<file path="config.mk">
export PLATFORM = sky130hd
export DESIGN_NAME = display_bus_contention_delay_flat
export DESIGN_NICKNAME = d
export VERILOG_FILES = /design/src/dbcd_pkg.sv /design/src/dbcd_if.sv /design/src/dbcd_front.sv /design/src/dbcd_fifo.sv /design/src/dbcd_raw.sv /design/src/dbcd_back.sv /design/src/display_bus_contention_delay.sv /design/src/flat_wrapper.sv
export VERILOG_INCLUDE_DIRS = /design/src /design/src/src
export SDC_FILE = /design/constraint.sdc
export NUM_CORES = 1
export LEC_CHECK = 0
export BUFFER_PORTS_ARGS = -buffer_cell sky130_fd_sc_hd__buf_2
export CORE_ASPECT_RATIO = 0.6
export CORE_UTILIZATION = 57
export DETAILED_ROUTE_END_ITERATION = 7
export GPL_TIMING_DRIVEN = 0
export PLACE_DENSITY = 0.74
export REMOVE_ABC_BUFFERS = 1
export SYNTH_ARGS = -nofsm -noshare
export SYNTH_HDL_FRONTEND = slang
export SYNTH_SLANG_ARGS = --single-unit
export TNS_END_PERCENT = 10
</file>
<file path="constraint.sdc">
create_clock -name clk_i -period 11.6 [get_ports clk_i]
set_clock_uncertainty 0.05 [all_clocks]
set_input_delay 1.74 -clock clk_i [delete_from_list [all_inputs] [get_ports clk_i]]
set_output_delay 1.74 -clock clk_i [all_outputs]
set_load 0.02 [all_outputs]
</file>
<file path="src/display_bus_contention_delay_macros.svh">
// Assertion macros shared by the contention delay RTL.
// Included by modules that carry concurrent checks; no other dependencies.
`ifndef DISPLAY_BUS_CONTENTION_DELAY_MACROS_SVH
`define DISPLAY_BUS_CONTENTION_DELAY_MACROS_SVH
`ifndef SYNTH
`define DBCD_ASSERT(lbl, clk, rst_n, prop, msg) \
  lbl: assert property (@(posedge clk) disable iff (!rst_n) prop) else $error(msg);
`define DBCD_ASSERT_NEVER(lbl, clk, rst_n, cond, msg) \
  `DBCD_ASSERT(lbl, clk, rst_n, !(cond), msg)
`else
`define DBCD_ASSERT(lbl, clk, rst_n, prop, msg)
`define DBCD_ASSERT_NEVER(lbl, clk, rst_n, cond, msg)
`endif
`endif

</file>
<file path="src/dbcd_pkg.sv">
// Types, constants and register codes of the contention delay block.
// No dependencies; used by every other file but the macros header.
`default_nettype none
package dbcd_pkg;

  localparam int unsigned TS_W       = 32;
  localparam int unsigned ADDR_W     = 16;
  localparam int unsigned WAIT_W     = 5;
  localparam int unsigned CS_W       = 17;
  localparam int unsigned LL_W       = 10;
  localparam int unsigned NL_W       = 9;
  localparam int unsigned DW_W       = 10;
  localparam int unsigned FL_W       = 17;
  localparam int unsigned CFG_IDX_W  = 3;
  localparam int unsigned CFG_DATA_W = 17;
  localparam int unsigned STEP_W     = 3;
  localparam int unsigned RAW_W      = 3;
  localparam int unsigned PROD_W     = NL_W + LL_W;

  // divider: bits retired per cycle and cycle counts
  localparam int unsigned RADIX       = 4;
  localparam int unsigned MOD_CYCLES  = TS_W / RADIX;
  localparam int unsigned DIV_CYCLES  = 5;
  localparam int unsigned DIV_BITS    = DIV_CYCLES * RADIX;
  localparam int unsigned CNT_W       = $clog2(MOD_CYCLES);
  localparam logic [CNT_W-1:0] MOD_LAST = CNT_W'(MOD_CYCLES - 1);
  localparam logic [CNT_W-1:0] DIV_LAST = CNT_W'(DIV_CYCLES - 1);

  localparam int unsigned PATTERN_PERIOD = 8;
  localparam int unsigned PAT_IDX_W      = $clog2(PATTERN_PERIOD);
  localparam logic [RAW_W-1:0] STALL_PATTERN [PATTERN_PERIOD] =
    '{3'd6, 3'd5, 3'd4, 3'd3, 3'd2, 3'd1, 3'd0, 3'd0};

  localparam logic [ADDR_W-1:0] BANK_MASK = 16'hc000;
  localparam logic [ADDR_W-1:0] BANK_BASE = 16'h4000;
  localparam logic [WAIT_W-1:0] MAX_WAIT  = 5'd24;

  localparam logic [CS_W-1:0] RST_CONT_START = 17'd14335;
  localparam logic [LL_W-1:0] RST_LINE_LEN   = 10'd224;
  localparam logic [NL_W-1:0] RST_LINE_COUNT = 9'd192;
  localparam logic [DW_W-1:0] RST_DISP_WIDTH = 10'd128;
  localparam logic [FL_W-1:0] RST_FRAME_LEN  = 17'd69888;

  typedef enum logic [CFG_IDX_W-1:0] {
    REG_CONT_START = 3'd0,
    REG_LINE_LEN   = 3'd1,
    REG_LINE_COUNT = 3'd2,
    REG_DISP_WIDTH = 3'd3,
    REG_FRAME_LEN  = 3'd4
  } cfg_reg_e;

  typedef enum logic {
    ACT_MEM = 1'b0,
    ACT_IO  = 1'b1
  } action_e;

  typedef enum logic [2:0] {
    RAW_IDLE,
    RAW_MOD,
    RAW_POS,
    RAW_DIV,
    RAW_MUL,
    RAW_COL,
    RAW_DONE
  } raw_state_e;

  typedef enum logic [1:0] {
    BK_IDLE,
    BK_REQ,
    BK_WAIT,
    BK_OUT
  } back_state_e;

  typedef struct packed {
    logic [CS_W-1:0] contention_start;
    logic [LL_W-1:0] line_len;
    logic [NL_W-1:0] display_line_count;
    logic [DW_W-1:0] display_width;
    logic [FL_W-1:0] frame_length;
  } cfg_t;

  // work for the back end: first sample time and number of samples
  typedef struct packed {
    logic [TS_W-1:0]   t0;
    logic [STEP_W-1:0] nsteps;
  } plan_t;

  typedef struct packed {
    logic            start;
    logic [TS_W-1:0] tnow;
  } raw_req_t;

  typedef struct packed {
    logic             done;
    logic [RAW_W-1:0] delay;
  } raw_rsp_t;

endpackage
`default_nettype wire

</file>
<file path="src/dbcd_if.sv">
// Valid/ready channel interfaces for bus access words and delay words.
// Depends on dbcd_pkg for field widths.
`default_nettype none
interface dbcd_in_if;
  logic                          valid;
  logic                          ready;
  logic                          action;
  logic [dbcd_pkg::TS_W-1:0]     tstate_now;
  logic [dbcd_pkg::ADDR_W-1:0]   bus_address;

  modport source (output valid, action, tstate_now, bus_address, input ready);
  modport sink   (input valid, action, tstate_now, bus_address, output ready);
endinterface

interface dbcd_out_if;
  logic                          valid;
  logic                          ready;
  logic [dbcd_pkg::WAIT_W-1:0]   wait_states;

  modport source (output valid, wait_states, input ready);
  modport sink   (input valid, wait_states, output ready);
endinterface
`default_nettype wire

</file>
<file path="src/dbcd_front.sv">
// Front end: accepts access words and turns each into a sampling plan.
// Depends on dbcd_pkg and dbcd_in_if.
`default_nettype none
module dbcd_front (
  dbcd_in_if.sink          in_i,
  input  logic             full_i,
  output logic             push_o,
  output dbcd_pkg::plan_t  plan_o
);

  logic in_bank;
  logic a0;

  assign in_bank   = (in_i.bus_address & dbcd_pkg::BANK_MASK) == dbcd_pkg::BANK_BASE;
  assign a0        = in_i.bus_address[0];
  assign in_i.ready = !full_i;
  assign push_o    = in_i.valid && !full_i;

  // all advances of an I/O sequence sum to the base four, so only the
  // sample points matter: count and start offset
  always_comb begin
    plan_o.t0     = in_i.tstate_now;
    plan_o.nsteps = '0;
    if (in_i.action == dbcd_pkg::ACT_MEM) begin
      plan_o.nsteps = in_bank ? dbcd_pkg::STEP_W'(1) : '0;
    end else if (in_bank) begin
      plan_o.nsteps = a0 ? dbcd_pkg::STEP_W'(4) : dbcd_pkg::STEP_W'(2);
    end else if (!a0) begin
      plan_o.nsteps = dbcd_pkg::STEP_W'(1);
      plan_o.t0     = in_i.tstate_now + dbcd_pkg::TS_W'(1);
    end
  end

endmodule
`default_nettype wire

</file>
<file path="src/dbcd_fifo.sv">
// Short plan queue between front and back end.
// Depends on dbcd_pkg for the plan type.
`default_nettype none
module dbcd_fifo #(
  parameter int unsigned DEPTH = 2
) (
  input  logic             clk_i,
  input  logic             rst_ni,
  input  logic             push_i,
  input  dbcd_pkg::plan_t  data_i,
  output logic             full_o,
  input  logic             pop_i,
  output dbcd_pkg::plan_t  data_o,
  output logic             empty_o
);

  localparam int unsigned PTR_W = (DEPTH > 1) ? $clog2(DEPTH) : 1;
  localparam int unsigned CNT_W = $clog2(DEPTH + 1);
  localparam logic [PTR_W-1:0] PTR_LAST = PTR_W'(DEPTH - 1);
  localparam logic [CNT_W-1:0] CNT_FULL = CNT_W'(DEPTH);

  dbcd_pkg::plan_t   slot_q [DEPTH];
  logic [PTR_W-1:0]  wr_q, wr_d, rd_q, rd_d;
  logic [CNT_W-1:0]  cnt_q, cnt_d;

  assign full_o  = cnt_q == CNT_FULL;
  assign empty_o = cnt_q == '0;
  assign data_o  = slot_q[rd_q];

  always_comb begin
    wr_d  = wr_q;
    rd_d  = rd_q;
    cnt_d = cnt_q;
    if (push_i) begin
      wr_d = (wr_q == PTR_LAST) ? '0 : wr_q + PTR_W'(1);
    end
    if (pop_i) begin
      rd_d = (rd_q == PTR_LAST) ? '0 : rd_q + PTR_W'(1);
    end
    if (push_i && !pop_i) begin
      cnt_d = cnt_q + CNT_W'(1);
    end else if (pop_i && !push_i) begin
      cnt_d = cnt_q - CNT_W'(1);
    end
  end

  always_ff @(posedge clk_i or negedge rst_ni) begin
    if (!rst_ni) begin
      wr_q  <= '0;
      rd_q  <= '0;
      cnt_q <= '0;
    end else begin
      wr_q  <= wr_d;
      rd_q  <= rd_d;
      cnt_q <= cnt_d;
    end
  end

  always_ff @(posedge clk_i) begin
    if (push_i) begin
      slot_q[wr_q] <= data_i;
    end
  end

endmodule
`default_nettype wire

</file>
<file path="src/dbcd_raw.sv">
// Raw contention delay at one T-state: frame modulo, line divide, column.
// Depends on dbcd_pkg; radix-16 restoring divider shared by both divides.
`default_nettype none
module dbcd_raw (
  input  logic               clk_i,
  input  logic               rst_ni,
  input  dbcd_pkg::cfg_t     cfg_i,
  input  dbcd_pkg::raw_req_t req_i,
  output dbcd_pkg::raw_rsp_t rsp_o
);

  localparam int unsigned TS_W  = dbcd_pkg::TS_W;
  localparam int unsigned FL_W  = dbcd_pkg::FL_W;

  dbcd_pkg::raw_state_e state_q, state_d;

  logic [TS_W-1:0]                sh_q, sh_d;      // dividend in, quotient out
  logic [FL_W-1:0]                rem_q, rem_d;
  logic [FL_W-1:0]                div_q, div_d;
  logic [FL_W-1:0]                pos_q, pos_d;    // offset from contention start
  logic [dbcd_pkg::PROD_W-1:0]    prod_q, prod_d;
  logic [dbcd_pkg::RAW_W-1:0]     delay_q, delay_d;
  logic [dbcd_pkg::CNT_W-1:0]     cnt_q, cnt_d;

  logic [TS_W-1:0]                sh_step;
  logic [FL_W-1:0]                rem_step;
  logic [FL_W-1:0]                pos_w;
  logic [dbcd_pkg::NL_W-1:0]      last_line;
  logic [dbcd_pkg::NL_W-1:0]      line_w;
  logic [dbcd_pkg::PROD_W-1:0]    col_ext;
  logic [FL_W-1:0]                col_w;
  logic                           no_frame;

  assign no_frame  = (cfg_i.frame_length == '0) || (cfg_i.display_line_count == '0);
  assign last_line = cfg_i.display_line_count - dbcd_pkg::NL_W'(1);
  assign pos_w     = rem_q - cfg_i.contention_start;

  // four restoring steps per cycle
  always_comb begin
    logic [FL_W:0]   r_ext;
    logic [FL_W-1:0] rem_v;
    logic [TS_W-1:0] sh_v;
    logic            ge;
    rem_v = rem_q;
    sh_v  = sh_q;
    for (int i = 0; i < dbcd_pkg::RADIX; i++) begin
      r_ext = {rem_v, sh_v[TS_W-1]};
      ge    = r_ext >= {1'b0, div_q};
      sh_v  = {sh_v[TS_W-2:0], ge};
      rem_v = ge ? FL_W'(r_ext - {1'b0, div_q}) : r_ext[FL_W-1:0];
    end
    sh_step  = sh_v;
    rem_step = rem_v;
  end

  // clamp the quotient to the last display line
  assign line_w = (sh_q[dbcd_pkg::DIV_BITS-1:0] >
                   {{(dbcd_pkg::DIV_BITS - dbcd_pkg::NL_W){1'b0}}, last_line})
                  ? last_line : sh_q[dbcd_pkg::NL_W-1:0];

  assign col_ext = {{(dbcd_pkg::PROD_W - FL_W){1'b0}}, pos_q} - prod_q;
  assign col_w   = col_ext[FL_W-1:0];

  // next state
  always_comb begin
    state_d = state_q;
    unique case (state_q)
      dbcd_pkg::RAW_IDLE: begin
        if (req_i.start) begin
          state_d = no_frame ? dbcd_pkg::RAW_DONE : dbcd_pkg::RAW_MOD;
        end
      end
      dbcd_pkg::RAW_MOD: begin
        if (cnt_q == dbcd_pkg::MOD_LAST) begin
          state_d = dbcd_pkg::RAW_POS;
        end
      end
      dbcd_pkg::RAW_POS: begin
        if (rem_q < cfg_i.contention_start) begin
          state_d = dbcd_pkg::RAW_DONE;
        end else if (cfg_i.line_len == '0) begin
          state_d = dbcd_pkg::RAW_MUL;
        end else begin
          state_d = dbcd_pkg::RAW_DIV;
        end
      end
      dbcd_pkg::RAW_DIV: begin
        if (cnt_q == dbcd_pkg::DIV_LAST) begin
          state_d = dbcd_pkg::RAW_MUL;
        end
      end
      dbcd_pkg::RAW_MUL:  state_d = dbcd_pkg::RAW_COL;
      dbcd_pkg::RAW_COL:  state_d = dbcd_pkg::RAW_DONE;
      dbcd_pkg::RAW_DONE: state_d = dbcd_pkg::RAW_IDLE;
      default:            state_d = dbcd_pkg::RAW_IDLE;
    endcase
  end

  // datapath
  always_comb begin
    sh_d    = sh_q;
    rem_d   = rem_q;
    div_d   = div_q;
    pos_d   = pos_q;
    prod_d  = prod_q;
    delay_d = delay_q;
    cnt_d   = cnt_q;
    unique case (state_q)
      dbcd_pkg::RAW_IDLE: begin
        sh_d    = req_i.tnow;
        rem_d   = '0;
        div_d   = cfg_i.frame_length;
        cnt_d   = '0;
        delay_d = '0;
      end
      dbcd_pkg::RAW_MOD, dbcd_pkg::RAW_DIV: begin
        sh_d  = sh_step;
        rem_d = rem_step;
        cnt_d = cnt_q + dbcd_pkg::CNT_W'(1);
      end
      dbcd_pkg::RAW_POS: begin
        pos_d   = pos_w;
        rem_d   = '0;
        cnt_d   = '0;
        delay_d = '0;
        div_d   = {{(FL_W - dbcd_pkg::LL_W){1'b0}}, cfg_i.line_len};
        if (cfg_i.line_len == '0) begin
          // all lines start together: the last one decides
          sh_d = {{(TS_W - dbcd_pkg::NL_W){1'b0}}, last_line};
        end else begin
          sh_d = {{(dbcd_pkg::DIV_BITS - FL_W){1'b0}}, pos_w,
                  {(TS_W - dbcd_pkg::DIV_BITS){1'b0}}};
        end
      end
      dbcd_pkg::RAW_MUL: begin
        prod_d = {{dbcd_pkg::LL_W{1'b0}}, line_w} *
                 {{dbcd_pkg::NL_W{1'b0}}, cfg_i.line_len};
      end
      dbcd_pkg::RAW_COL: begin
        delay_d = (col_w < {{(FL_W - dbcd_pkg::DW_W){1'b0}}, cfg_i.display_width})
                  ? dbcd_pkg::STALL_PATTERN[col_w[dbcd_pkg::PAT_IDX_W-1:0]] : '0;
      end
      default: begin
      end
    endcase
  end

  // outputs
  always_comb begin
    rsp_o.done  = state_q == dbcd_pkg::RAW_DONE;
    rsp_o.delay = delay_q;
  end

  always_ff @(posedge clk_i or negedge rst_ni) begin
    if (!rst_ni) begin
      state_q <= dbcd_pkg::RAW_IDLE;
      cnt_q   <= '0;
    end else begin
      state_q <= state_d;
      cnt_q   <= cnt_d;
    end
  end

  always_ff @(posedge clk_i) begin
    sh_q    <= sh_d;
    rem_q   <= rem_d;
    div_q   <= div_d;
    pos_q   <= pos_d;
    prod_q  <= prod_d;
    delay_q <= delay_d;
  end

endmodule
`default_nettype wire

</file>
<file path="src/dbcd_back.sv">
// Back end: walks each plan's sample points through the raw delay unit
// and sums the delays. Depends on dbcd_pkg, dbcd_out_if and dbcd_raw.
`default_nettype none
`include "display_bus_contention_delay_macros.svh"
module dbcd_back (
  input  logic             clk_i,
  input  logic             rst_ni,
  input  dbcd_pkg::cfg_t   cfg_i,
  input  logic             empty_i,
  input  dbcd_pkg::plan_t  plan_i,
  output logic             pop_o,
  dbcd_out_if.source       out_o
);

  dbcd_pkg::back_state_e         state_q, state_d;
  logic [dbcd_pkg::TS_W-1:0]     now_q, now_d;
  logic [dbcd_pkg::STEP_W-1:0]   left_q, left_d;
  logic [dbcd_pkg::WAIT_W-1:0]   acc_q, acc_d;
  dbcd_pkg::raw_req_t            req;
  dbcd_pkg::raw_rsp_t            rsp;

  dbcd_raw u_raw (
    .clk_i  (clk_i),
    .rst_ni (rst_ni),
    .cfg_i  (cfg_i),
    .req_i  (req),
    .rsp_o  (rsp)
  );

  // next state
  always_comb begin
    state_d = state_q;
    unique case (state_q)
      dbcd_pkg::BK_IDLE: begin
        if (!empty_i) begin
          state_d = (plan_i.nsteps == '0) ? dbcd_pkg::BK_OUT : dbcd_pkg::BK_REQ;
        end
      end
      dbcd_pkg::BK_REQ: state_d = dbcd_pkg::BK_WAIT;
      dbcd_pkg::BK_WAIT: begin
        if (rsp.done) begin
          state_d = (left_q == dbcd_pkg::STEP_W'(1)) ? dbcd_pkg::BK_OUT
                                                     : dbcd_pkg::BK_REQ;
        end
      end
      dbcd_pkg::BK_OUT: begin
        if (out_o.ready) begin
          state_d = dbcd_pkg::BK_IDLE;
        end
      end
      default: state_d = dbcd_pkg::BK_IDLE;
    endcase
  end

  // datapath: each contend step advances time by its delay plus one
  always_comb begin
    now_d  = now_q;
    left_d = left_q;
    acc_d  = acc_q;
    if (state_q == dbcd_pkg::BK_IDLE) begin
      now_d  = plan_i.t0;
      left_d = plan_i.nsteps;
      acc_d  = '0;
    end else if (state_q == dbcd_pkg::BK_WAIT && rsp.done) begin
      now_d  = now_q + dbcd_pkg::TS_W'(rsp.delay) + dbcd_pkg::TS_W'(1);
      left_d = left_q - dbcd_pkg::STEP_W'(1);
      acc_d  = acc_q + dbcd_pkg::WAIT_W'(rsp.delay);
    end
  end

  // outputs
  always_comb begin
    pop_o             = (state_q == dbcd_pkg::BK_IDLE) && !empty_i;
    req.start         = state_q == dbcd_pkg::BK_REQ;
    req.tnow          = now_q;
    out_o.valid       = state_q == dbcd_pkg::BK_OUT;
    out_o.wait_states = acc_q;
  end

  always_ff @(posedge clk_i or negedge rst_ni) begin
    if (!rst_ni) begin
      state_q <= dbcd_pkg::BK_IDLE;
    end else begin
      state_q <= state_d;
    end
  end

  always_ff @(posedge clk_i) begin
    now_q  <= now_d;
    left_q <= left_d;
    acc_q  <= acc_d;
  end

  `DBCD_ASSERT(a_pop_nonempty, clk_i, rst_ni, pop_o |-> !empty_i, "pop from empty queue")
  `DBCD_ASSERT(a_done_waited, clk_i, rst_ni, rsp.done |-> state_q == dbcd_pkg::BK_WAIT, "raw done while not waiting")
  `DBCD_ASSERT_NEVER(a_no_empty_walk, clk_i, rst_ni, (state_q == dbcd_pkg::BK_REQ || state_q == dbcd_pkg::BK_WAIT) && left_q == '0, "walk with no steps left")
  `DBCD_ASSERT(a_wait_bound, clk_i, rst_ni, out_o.valid |-> acc_q <= dbcd_pkg::MAX_WAIT, "wait states above bound")
  `DBCD_ASSERT(a_out_release, clk_i, rst_ni, (out_o.valid && out_o.ready) |=> state_q == dbcd_pkg::BK_IDLE, "result held after handshake")

endmodule
`default_nettype wire

</file>
<file path="src/display_bus_contention_delay.sv">
// Contention delay: one delay word (0..24 wait states) per access word.
// Words with no sampled T-state go straight to the result; else each sample (at most
// one for memory, up to four for I/O) runs frame modulo, position check, line divide,
// multiply and column lookup, shorter when the frame is empty, the line length is zero or
// the T-state lies before the contention start. One word in flight in the back end; the
// queue takes new words while a result waits. Reset: config to defaults, queue empty, ends idle.
`default_nettype none
module display_bus_contention_delay #(
  parameter int unsigned QUEUE_DEPTH = 2
) (
  input  logic                                clk_i,
  input  logic                                rst_ni,
  dbcd_in_if.sink                             in_i,
  dbcd_out_if.source                          out_o,
  input  logic                                cfg_we_i,
  input  logic [dbcd_pkg::CFG_IDX_W-1:0]      cfg_idx_i,
  input  logic [dbcd_pkg::CFG_DATA_W-1:0]     cfg_data_i
);

  dbcd_pkg::cfg_t   cfg_q;
  dbcd_pkg::plan_t  push_plan;
  dbcd_pkg::plan_t  pop_plan;
  logic             push;
  logic             pop;
  logic             full;
  logic             empty;

  // config registers; the user must see that they are written only while the block
  // is idle (the block does not enforce it), so the back end reads them directly
  always_ff @(posedge clk_i or negedge rst_ni) begin
    if (!rst_ni) begin
      cfg_q.contention_start   <= dbcd_pkg::RST_CONT_START;
      cfg_q.line_len           <= dbcd_pkg::RST_LINE_LEN;
      cfg_q.display_line_count <= dbcd_pkg::RST_LINE_COUNT;
      cfg_q.display_width      <= dbcd_pkg::RST_DISP_WIDTH;
      cfg_q.frame_length       <= dbcd_pkg::RST_FRAME_LEN;
    end else if (cfg_we_i) begin
      unique case (dbcd_pkg::cfg_reg_e'(cfg_idx_i))
        dbcd_pkg::REG_CONT_START:
          cfg_q.contention_start   <= cfg_data_i[dbcd_pkg::CS_W-1:0];
        dbcd_pkg::REG_LINE_LEN:
          cfg_q.line_len           <= cfg_data_i[dbcd_pkg::LL_W-1:0];
        dbcd_pkg::REG_LINE_COUNT:
          cfg_q.display_line_count <= cfg_data_i[dbcd_pkg::NL_W-1:0];
        dbcd_pkg::REG_DISP_WIDTH:
          cfg_q.display_width      <= cfg_data_i[dbcd_pkg::DW_W-1:0];
        dbcd_pkg::REG_FRAME_LEN:
          cfg_q.frame_length       <= cfg_data_i[dbcd_pkg::FL_W-1:0];
        default: begin
          // unmapped index: ignored
        end
      endcase
    end
  end

  // front end: classify the access into sample count and first T-state
  dbcd_front u_front (
    .in_i   (in_i),
    .full_i (full),
    .push_o (push),
    .plan_o (push_plan)
  );

  // plan queue decouples acceptance from the multi-cycle back end
  dbcd_fifo #(
    .DEPTH (QUEUE_DEPTH)
  ) u_fifo (
    .clk_i   (clk_i),
    .rst_ni  (rst_ni),
    .push_i  (push),
    .data_i  (push_plan),
    .full_o  (full),
    .pop_i   (pop),
    .data_o  (pop_plan),
    .empty_o (empty)
  );

  // back end: sequence raw delay evaluations, hold the result word
  dbcd_back u_back (
    .clk_i   (clk_i),
    .rst_ni  (rst_ni),
    .cfg_i   (cfg_q),
    .empty_i (empty),
    .plan_i  (pop_plan),
    .pop_o   (pop),
    .out_o   (out_o)
  );

endmodule
`default_nettype wire
</file>
<file path="src/flat_wrapper.sv">
// flat-port wrapper written by rule: the top's interface ports become plain ports
module display_bus_contention_delay_flat 
#(
  parameter int unsigned QUEUE_DEPTH = 2
)
  (clk_i, rst_ni, cfg_we_i, cfg_idx_i, cfg_data_i, in_i_valid, in_i_action, in_i_tstate_now, in_i_bus_address, in_i_ready, out_o_valid, out_o_wait_states, out_o_ready);
  dbcd_in_if in_i_i ();
  dbcd_out_if out_o_i ();
  input  logic clk_i;
  input  logic rst_ni;
  input  logic cfg_we_i;
  input  logic [dbcd_pkg::CFG_IDX_W-1:0] cfg_idx_i;
  input  logic [dbcd_pkg::CFG_DATA_W-1:0] cfg_data_i;
  input wire logic [$bits(in_i_i.valid)-1:0] in_i_valid;
  input wire logic [$bits(in_i_i.action)-1:0] in_i_action;
  input wire logic [$bits(in_i_i.tstate_now)-1:0] in_i_tstate_now;
  input wire logic [$bits(in_i_i.bus_address)-1:0] in_i_bus_address;
  output wire logic [$bits(in_i_i.ready)-1:0] in_i_ready;
  output wire logic [$bits(out_o_i.valid)-1:0] out_o_valid;
  output wire logic [$bits(out_o_i.wait_states)-1:0] out_o_wait_states;
  input wire logic [$bits(out_o_i.ready)-1:0] out_o_ready;
  assign in_i_i.valid = in_i_valid;
  assign in_i_i.action = in_i_action;
  assign in_i_i.tstate_now = in_i_tstate_now;
  assign in_i_i.bus_address = in_i_bus_address;
  assign in_i_ready = in_i_i.ready;
  assign out_o_valid = out_o_i.valid;
  assign out_o_wait_states = out_o_i.wait_states;
  assign out_o_i.ready = out_o_ready;
  display_bus_contention_delay #(.QUEUE_DEPTH(QUEUE_DEPTH)) u_core (.clk_i(clk_i), .rst_ni(rst_ni), .in_i(in_i_i), .out_o(out_o_i), .cfg_we_i(cfg_we_i), .cfg_idx_i(cfg_idx_i), .cfg_data_i(cfg_data_i));
endmodule
</file>
==> impl_metrics.toml, run 1 <==
[status]
status = "finished clean"

[place]
dp_cells = 2587
place_congestion = 0.978
place_ws_ns = -2.45
dp_hpwl_um = 40500
io_buffers = 67

[detailed_routing]
drt-initial-drc-count = 1721
dr.pass1.iters = 6
final_antenna_net_count = 0
drt-total-wl_um = 54200
viasPerCell = 6.06
drc = 0
num_vias = 16112
wl_per_cell_um = 20.4

[timing]
min_period_ns = 11.37
slew_violations = 0
fmax_mhz = 88.0
period_share_pct = 98.0
setup_ws_ns = 0.233
finalSetupTns_ns = 0
report.final.hold_viol_count = 0
worst_pin_slew_ns = 1.08
slew_headroom_pct = 25.7
finalSetupViolations = 0

[floorplan]
initial_core_util_pct = 58.0
pin_count = 81
dieArea_um2 = 37900
rows = 54
core_region_area_um2 = 36400
die_h_um = 151
die_x_um = 251

[clock_tree]
clk_pin_slew_ns = 0.07
cts_buffers = 27
clockBufferDepth = 3
htree_levels = 1
clockRootBuffer = "clkbuf_16"
cts_tree = "built"
cts.sinks = 288
cts_hold_buf = 0
clock_latency_ns = 0.58

[critical_path]
endpoint_kind = "register"
crit_path_max_incr_delay_ns = 0.54
r2r_start = "u_core.u_back.u_raw.sh_q[31]"
crit_end = "u_core.u_back.u_raw.rem_q[13]"
cp_top_family = "compound AO/OA/AOI/OAI gates"
cp.arrival_ns = 11.63
rrSetupSlack_ns = 0.23
critPathLaunch = "u_core.u_back.u_raw.sh_q[31]"
path_buf_inv = 7
cpMaxStageDelayCell = "or4_1"
critPathKind = "register to register"
r2r_end = "u_core.u_back.u_raw.rem_q[13]"
cp-start-kind = "register"
crit_cells = 45
path_max_fanout = 17
r2r_cells = 45
cp.required_ns = 11.86

[synth]
synth_xor_area_share_pct = 6.67
synth_flop_cell = "edfxtp_1"
synth_edf_count = 208
synth_top_area_cell = "edfxtp_1"
synthDominantCellAreaShare_pct = 29.6
yosys-top-cells-count = "208 x edfxtp_1, 200 x inv_1, 190 x nand2_1, 168 x ha_1, 145 x nor2_1"
syn_inst = 2087
synth_compound_area_share_pct = 12.5
synth_area_um2 = 21100
synthTopCellsByArea = "edfxtp_1 30%, ha_1 10%, dfrtp_1 6.3%"
synth_mux_area_share_pct = 7.31
ys_warn_count = 0
synth_seq_cells = 288
ys_async_sr_fraction_pct = 26.0
yosys.cell_count.top_type = "edfxtp_1"
ys_seq_area_share_pct = 39.1
synth_area_per_cell_um2 = 10.1
synth_top_family_by_area = "adder cells"
synth-adder-area-share_pct = 16.0
yosys.area_share.simple_pct = 13.8
ys_types = 79

[global_route]
top_usage_layer = "met1"
gr-usage-met2_pct = 41.6
grt_max_degree = 59
use_met1_pct = 43.9
grt_pass1_vias = 15414
antenna_found_initial = 0
grt_util_all_layers_pct = 28.6
grt_first_pass_wirelength_um = 84400
grt_use_met3_pct = 6.48
grt-ovfl-total = 0

[finish]
areaGrowthSynthToFinish_pct = 10.9
drive_above_1_share_pct = 13.7
layout.cells.non_filler = 2659
nets = 2467

[min_path]
hp-class = "register to register"

[job]
cap_violations = 0
[sequential cells by signal, summed over array words and instances (netlist names), 5 cells and up]
| signal | cells |
|---|---|
| u_core.u_back.u_raw.sh_q | 32 |
| u_core.u_back.u_raw.div_q | 17 |
| u_core.u_back.u_raw.pos_q | 17 |
| u_core.u_back.out_o.wait_states | 5 |
| u_core.u_back.u_raw.prod_q | 17 |
| u_core.u_fifo.slot_q | 70 |
| u_core.u_back.now_q | 32 |
| u_core.cfg_q | 63 |
| u_core.u_back.u_raw.rem_q | 17 |
[routing by layer]
metal / up-vias / share of wire [%]
li1: 7569 / -
met4: 0 / 1.3
met3: 57 / 11
met2: 674 / 41
met5: - / 0
met1: 7812 / 47
[cell families after synthesis]
kind of cell / Yosys count
XOR/XNOR: 161
multiplexers: 145
AO/OA/AOI/OAI: 399
AND/OR/NAND/NOR: 606
adder cells (fa/ha/maj): 232
buffers and inverters: 256
flip-flops: 288
[through the flow]
step,cell area [µm²],hold WS (ns),util [%]
2_1_floorplan,20900,0.411,-
3_3_place_gp,21800,0.426,59.9
3_5_place_dp,22100,0.439,60.8
4_1_cts,23200,0.456,63.8
5_1_grt,23400,0.475,64.3
6_report,23400,0.454,64.3
[worst min path at each step]
stage,slack (ns),to,depth (start not counted),startpoint
after floorplan,0.41,u_core.u_fifo.wr_q,1,u_core.u_fifo.wr_q
after global placement,0.43,u_core.u_fifo.wr_q,1,u_core.u_fifo.wr_q
after detailed placement,0.44,u_core.cfg_q[17],1,u_core.cfg_q[17]
after CTS,0.46,u_core.cfg_q[17],1,u_core.cfg_q[17]
after global routing,0.48,u_core.cfg_q[51],2,u_core.cfg_q[51]
final,0.45,u_core.cfg_q[17],1,u_core.cfg_q[17]
[final cells by class]
type	instances	area (µm²)
diodes	1	2.50
clock buffers	37	753
clock inverters	13	116
fillers	2868	13000
inverters	200	751
multi-input cells	1549	12200
flip-flops and latches	288	8250
well taps	476	596
repair buffers	95	708
[what timing repair did]
| item | CTS | global route |
|---|---|---|
| resized for setup | 25 | 22 |
| pin swaps | 6 | 9 |
| setup endpoints to repair | 18 | 18 |
| setup buffers | 7 | 8 |
| cloned | 4 | 2 |
[cells in the final DEF (no fill, tap or decap), drive strengths merged, types with 16 or more instances in the layout]
| cell | count |
|---|---|
| a211oi | 17 |
| nor2b | 37 |
| xor2 | 52 |
| ha | 168 |
| and3 | 16 |
| buf | 95 |
| inv | 203 |
| o21ai | 115 |
| fa | 64 |
| o21a | 18 |
| dfrtp | 53 |
| nand2b | 23 |
| mux2 | 74 |
| nand2 | 192 |
| a21oi | 98 |
| nor3 | 31 |
| dfstp | 22 |
| nand3 | 45 |
| a21o | 34 |
| mux2i | 71 |
| xnor2 | 109 |
| clkbuf | 37 |
| nand4 | 22 |
| edfxtp | 208 |
| and2 | 47 |
| nor2 | 145 |
Power of run 1 is left out: the tool's default activity adds up to more than one toggle a clock period on the data nets, which glitch-free logic cannot reach.
==> run 2, diff against run 1 <==
--- a/config.mk
+++ b/config.mk
@@ -11,7 +11,7 @@
 export CORE_UTILIZATION = 57
 export DETAILED_ROUTE_END_ITERATION = 7
 export GPL_TIMING_DRIVEN = 0
-export PLACE_DENSITY = 0.74
+export PLACE_DENSITY = 0.72
 export REMOVE_ABC_BUFFERS = 1
 export SYNTH_ARGS = -nofsm -noshare
 export SYNTH_HDL_FRONTEND = slang
==> impl_metrics.toml, run 2 (synthesis results as in run 1) <==
[place]
io_buffers = 67
dp_hpwl_um = 40700
place_congestion = 0.986
place_ws_ns = -2.42

[timing]
fmax_mhz = 88.3
report.final.hold_viol_count = 0
slew_violations = 0
worst_pin_slew_ns = 1.03
finalSetupViolations = 0
whs_ns = 0.457
min_period_ns = 11.32
slew_headroom_pct = 29.7
period_share_pct = 97.6
setup_ws_ns = 0.277

[detailed_routing]
dr.pass1.iters = 6
drt-initial-drc-count = 1571
wl_per_cell_um = 20.5
drc = 0
num_vias = 16057
final_antenna_net_count = 0
viasPerCell = 6.04
drt-total-wl_um = 54500

[critical_path]
path_buf_inv = 6
cpMaxStageDelayCell = "or4_1"
critPathKind = "register to register"
rrSetupSlack_ns = 0.28
cp-start-kind = "register"
r2r_start = "u_core.u_back.u_raw.sh_q[31]"
cp.arrival_ns = 11.69
path_max_fanout = 17
endpoint_kind = "register"
crit_path_max_incr_delay_ns = 0.56
r2r_cells = 44
cp_top_family = "compound AO/OA/AOI/OAI gates"
r2r_end = "u_core.u_back.u_raw.rem_q[0]"
cp.required_ns = 11.96

[finish]
areaGrowthSynthToFinish_pct = 11.0
nets = 2466
drive_above_1_share_pct = 13.6
layout_common_cells = "208 x edfxtp_1, 198 x inv_1, 190 x nand2_1"
n_fill_cell = 2846
utilization_pct = 64.4
top_regs = "u_core.u_fifo.slot_q x70, u_core.cfg_q x63"
largest_register_ff_count = 70
final_common_cell = "edfxtp_1"
largest_register = "u_core.u_fifo.slot_q"

[global_route]
gr-usage-met2_pct = 41.6
grt_util_all_layers_pct = 28.7
grt-ovfl-total = 0
antenna_found_initial = 3
grt_use_met3_pct = 7.72
grt_pass1_vias = 15203
grt_first_pass_wirelength_um = 84200
use_met1_pct = 43.3
grt_max_degree = 56
top_usage_layer = "met1"

[clock_tree]
cts_tree = "built"
clk_pin_slew_ns = 0.07
clockBufferDepth = 3
clock_latency_ns = 0.57
cts.sinks = 288
cts_hold_buf = 0
htree_levels = 1
clockRootBuffer = "clkbuf_16"
cts_buffers = 27

[status]
status = "finished clean"

[min_path]
hp-class = "register to register"
hp-start = "u_core.cfg_q[59]"
hold_end = "u_core.cfg_q[59]"
min_path_cells = 2

[floorplan]
rows = 54
pin_count = 81
die_h_um = 151
die_x_um = 251
initial_core_util_pct = 58.0
core_region_area_um2 = 36400
dieArea_um2 = 37900

[job]
cap_violations = 0
==> run 2: metal layers <==
layer | wire length, µm | vias to the layer above | part of all wire (%)
met5 | 0 | - | 0
met4 | 859 | 0 | 1.6
met3 | 5380 | 63 | 9.9
met2 | 22300 | 623 | 41
met1 | 26000 | 7798 | 48
li1 | - | 7573 | -
==> run 2: timing repair <==
| action | in CTS | in global routing |
|---|---|---|
| resized for setup | 23 | 26 |
| pin swaps | 6 | 10 |
| gates cloned | 4 | 1 |
| setup buffers | 8 | 6 |
| endpoints found under the setup margin | 18 | 18 |
==> run 2: area by class of cell <==
cell class	instances	area (µm²)	area share, %
inverter	200	751	3.20
sequential	288	8250	35.2
clock inverter	16	196	0.838
timing repair buffer	95	698	2.98
clock buffer	34	712	3.04
tap	476	596	2.54
multi-input combinational	1548	12200	52.2
antenna	3	7.51	0.0320
==> run 2: worst max-delay path by stage <==
stage | startpoint | endpoint | slack [ns] | cells past startpoint
final | u_core.u_back.u_raw.sh_q[31] | u_core.u_back.u_raw.rem_q[0] | 0.28 | 44
after floorplan | u_core.u_back.u_raw.div_q[1] | u_core.u_back.u_raw.rem_q[10] | 0.75 | 38
after global routing | u_core.u_back.u_raw.sh_q[31] | u_core.u_back.u_raw.rem_q[16] | -0.007 | 45
after detailed placement | u_core.u_back.u_raw.div_q[1] | u_core.u_back.u_raw.rem_q[3] | -2.42 | 39
after CTS | u_core.u_back.u_raw.sh_q[31] | u_core.u_back.u_raw.rem_q[3] | 0.02 | 42
after global placement | u_core.u_back.u_raw.div_q[1] | u_core.u_back.u_raw.rem_q[2] | -2.50 | 38
==> run 2: metrics by stage <==
stage | instance area, µm² | std cells | TNS (ns)
after floorplan | 20900 | 2031 | 0
after global placement | 21800 | 2574 | -44.24
after detailed placement | 22100 | 2587 | -42.54
after CTS | 23300 | 2649 | 0
after global routing | 23400 | 2658 | -0.0174
final | 23400 | 2660 | 0
==> run 2: tightest hold or removal path: stages (launching register included) <==
cell and delay [ns]:
dfstp_2 0.36, inv_1 0.06, o21ai_0 0.08
Power of run 2 is left out for the same reason.
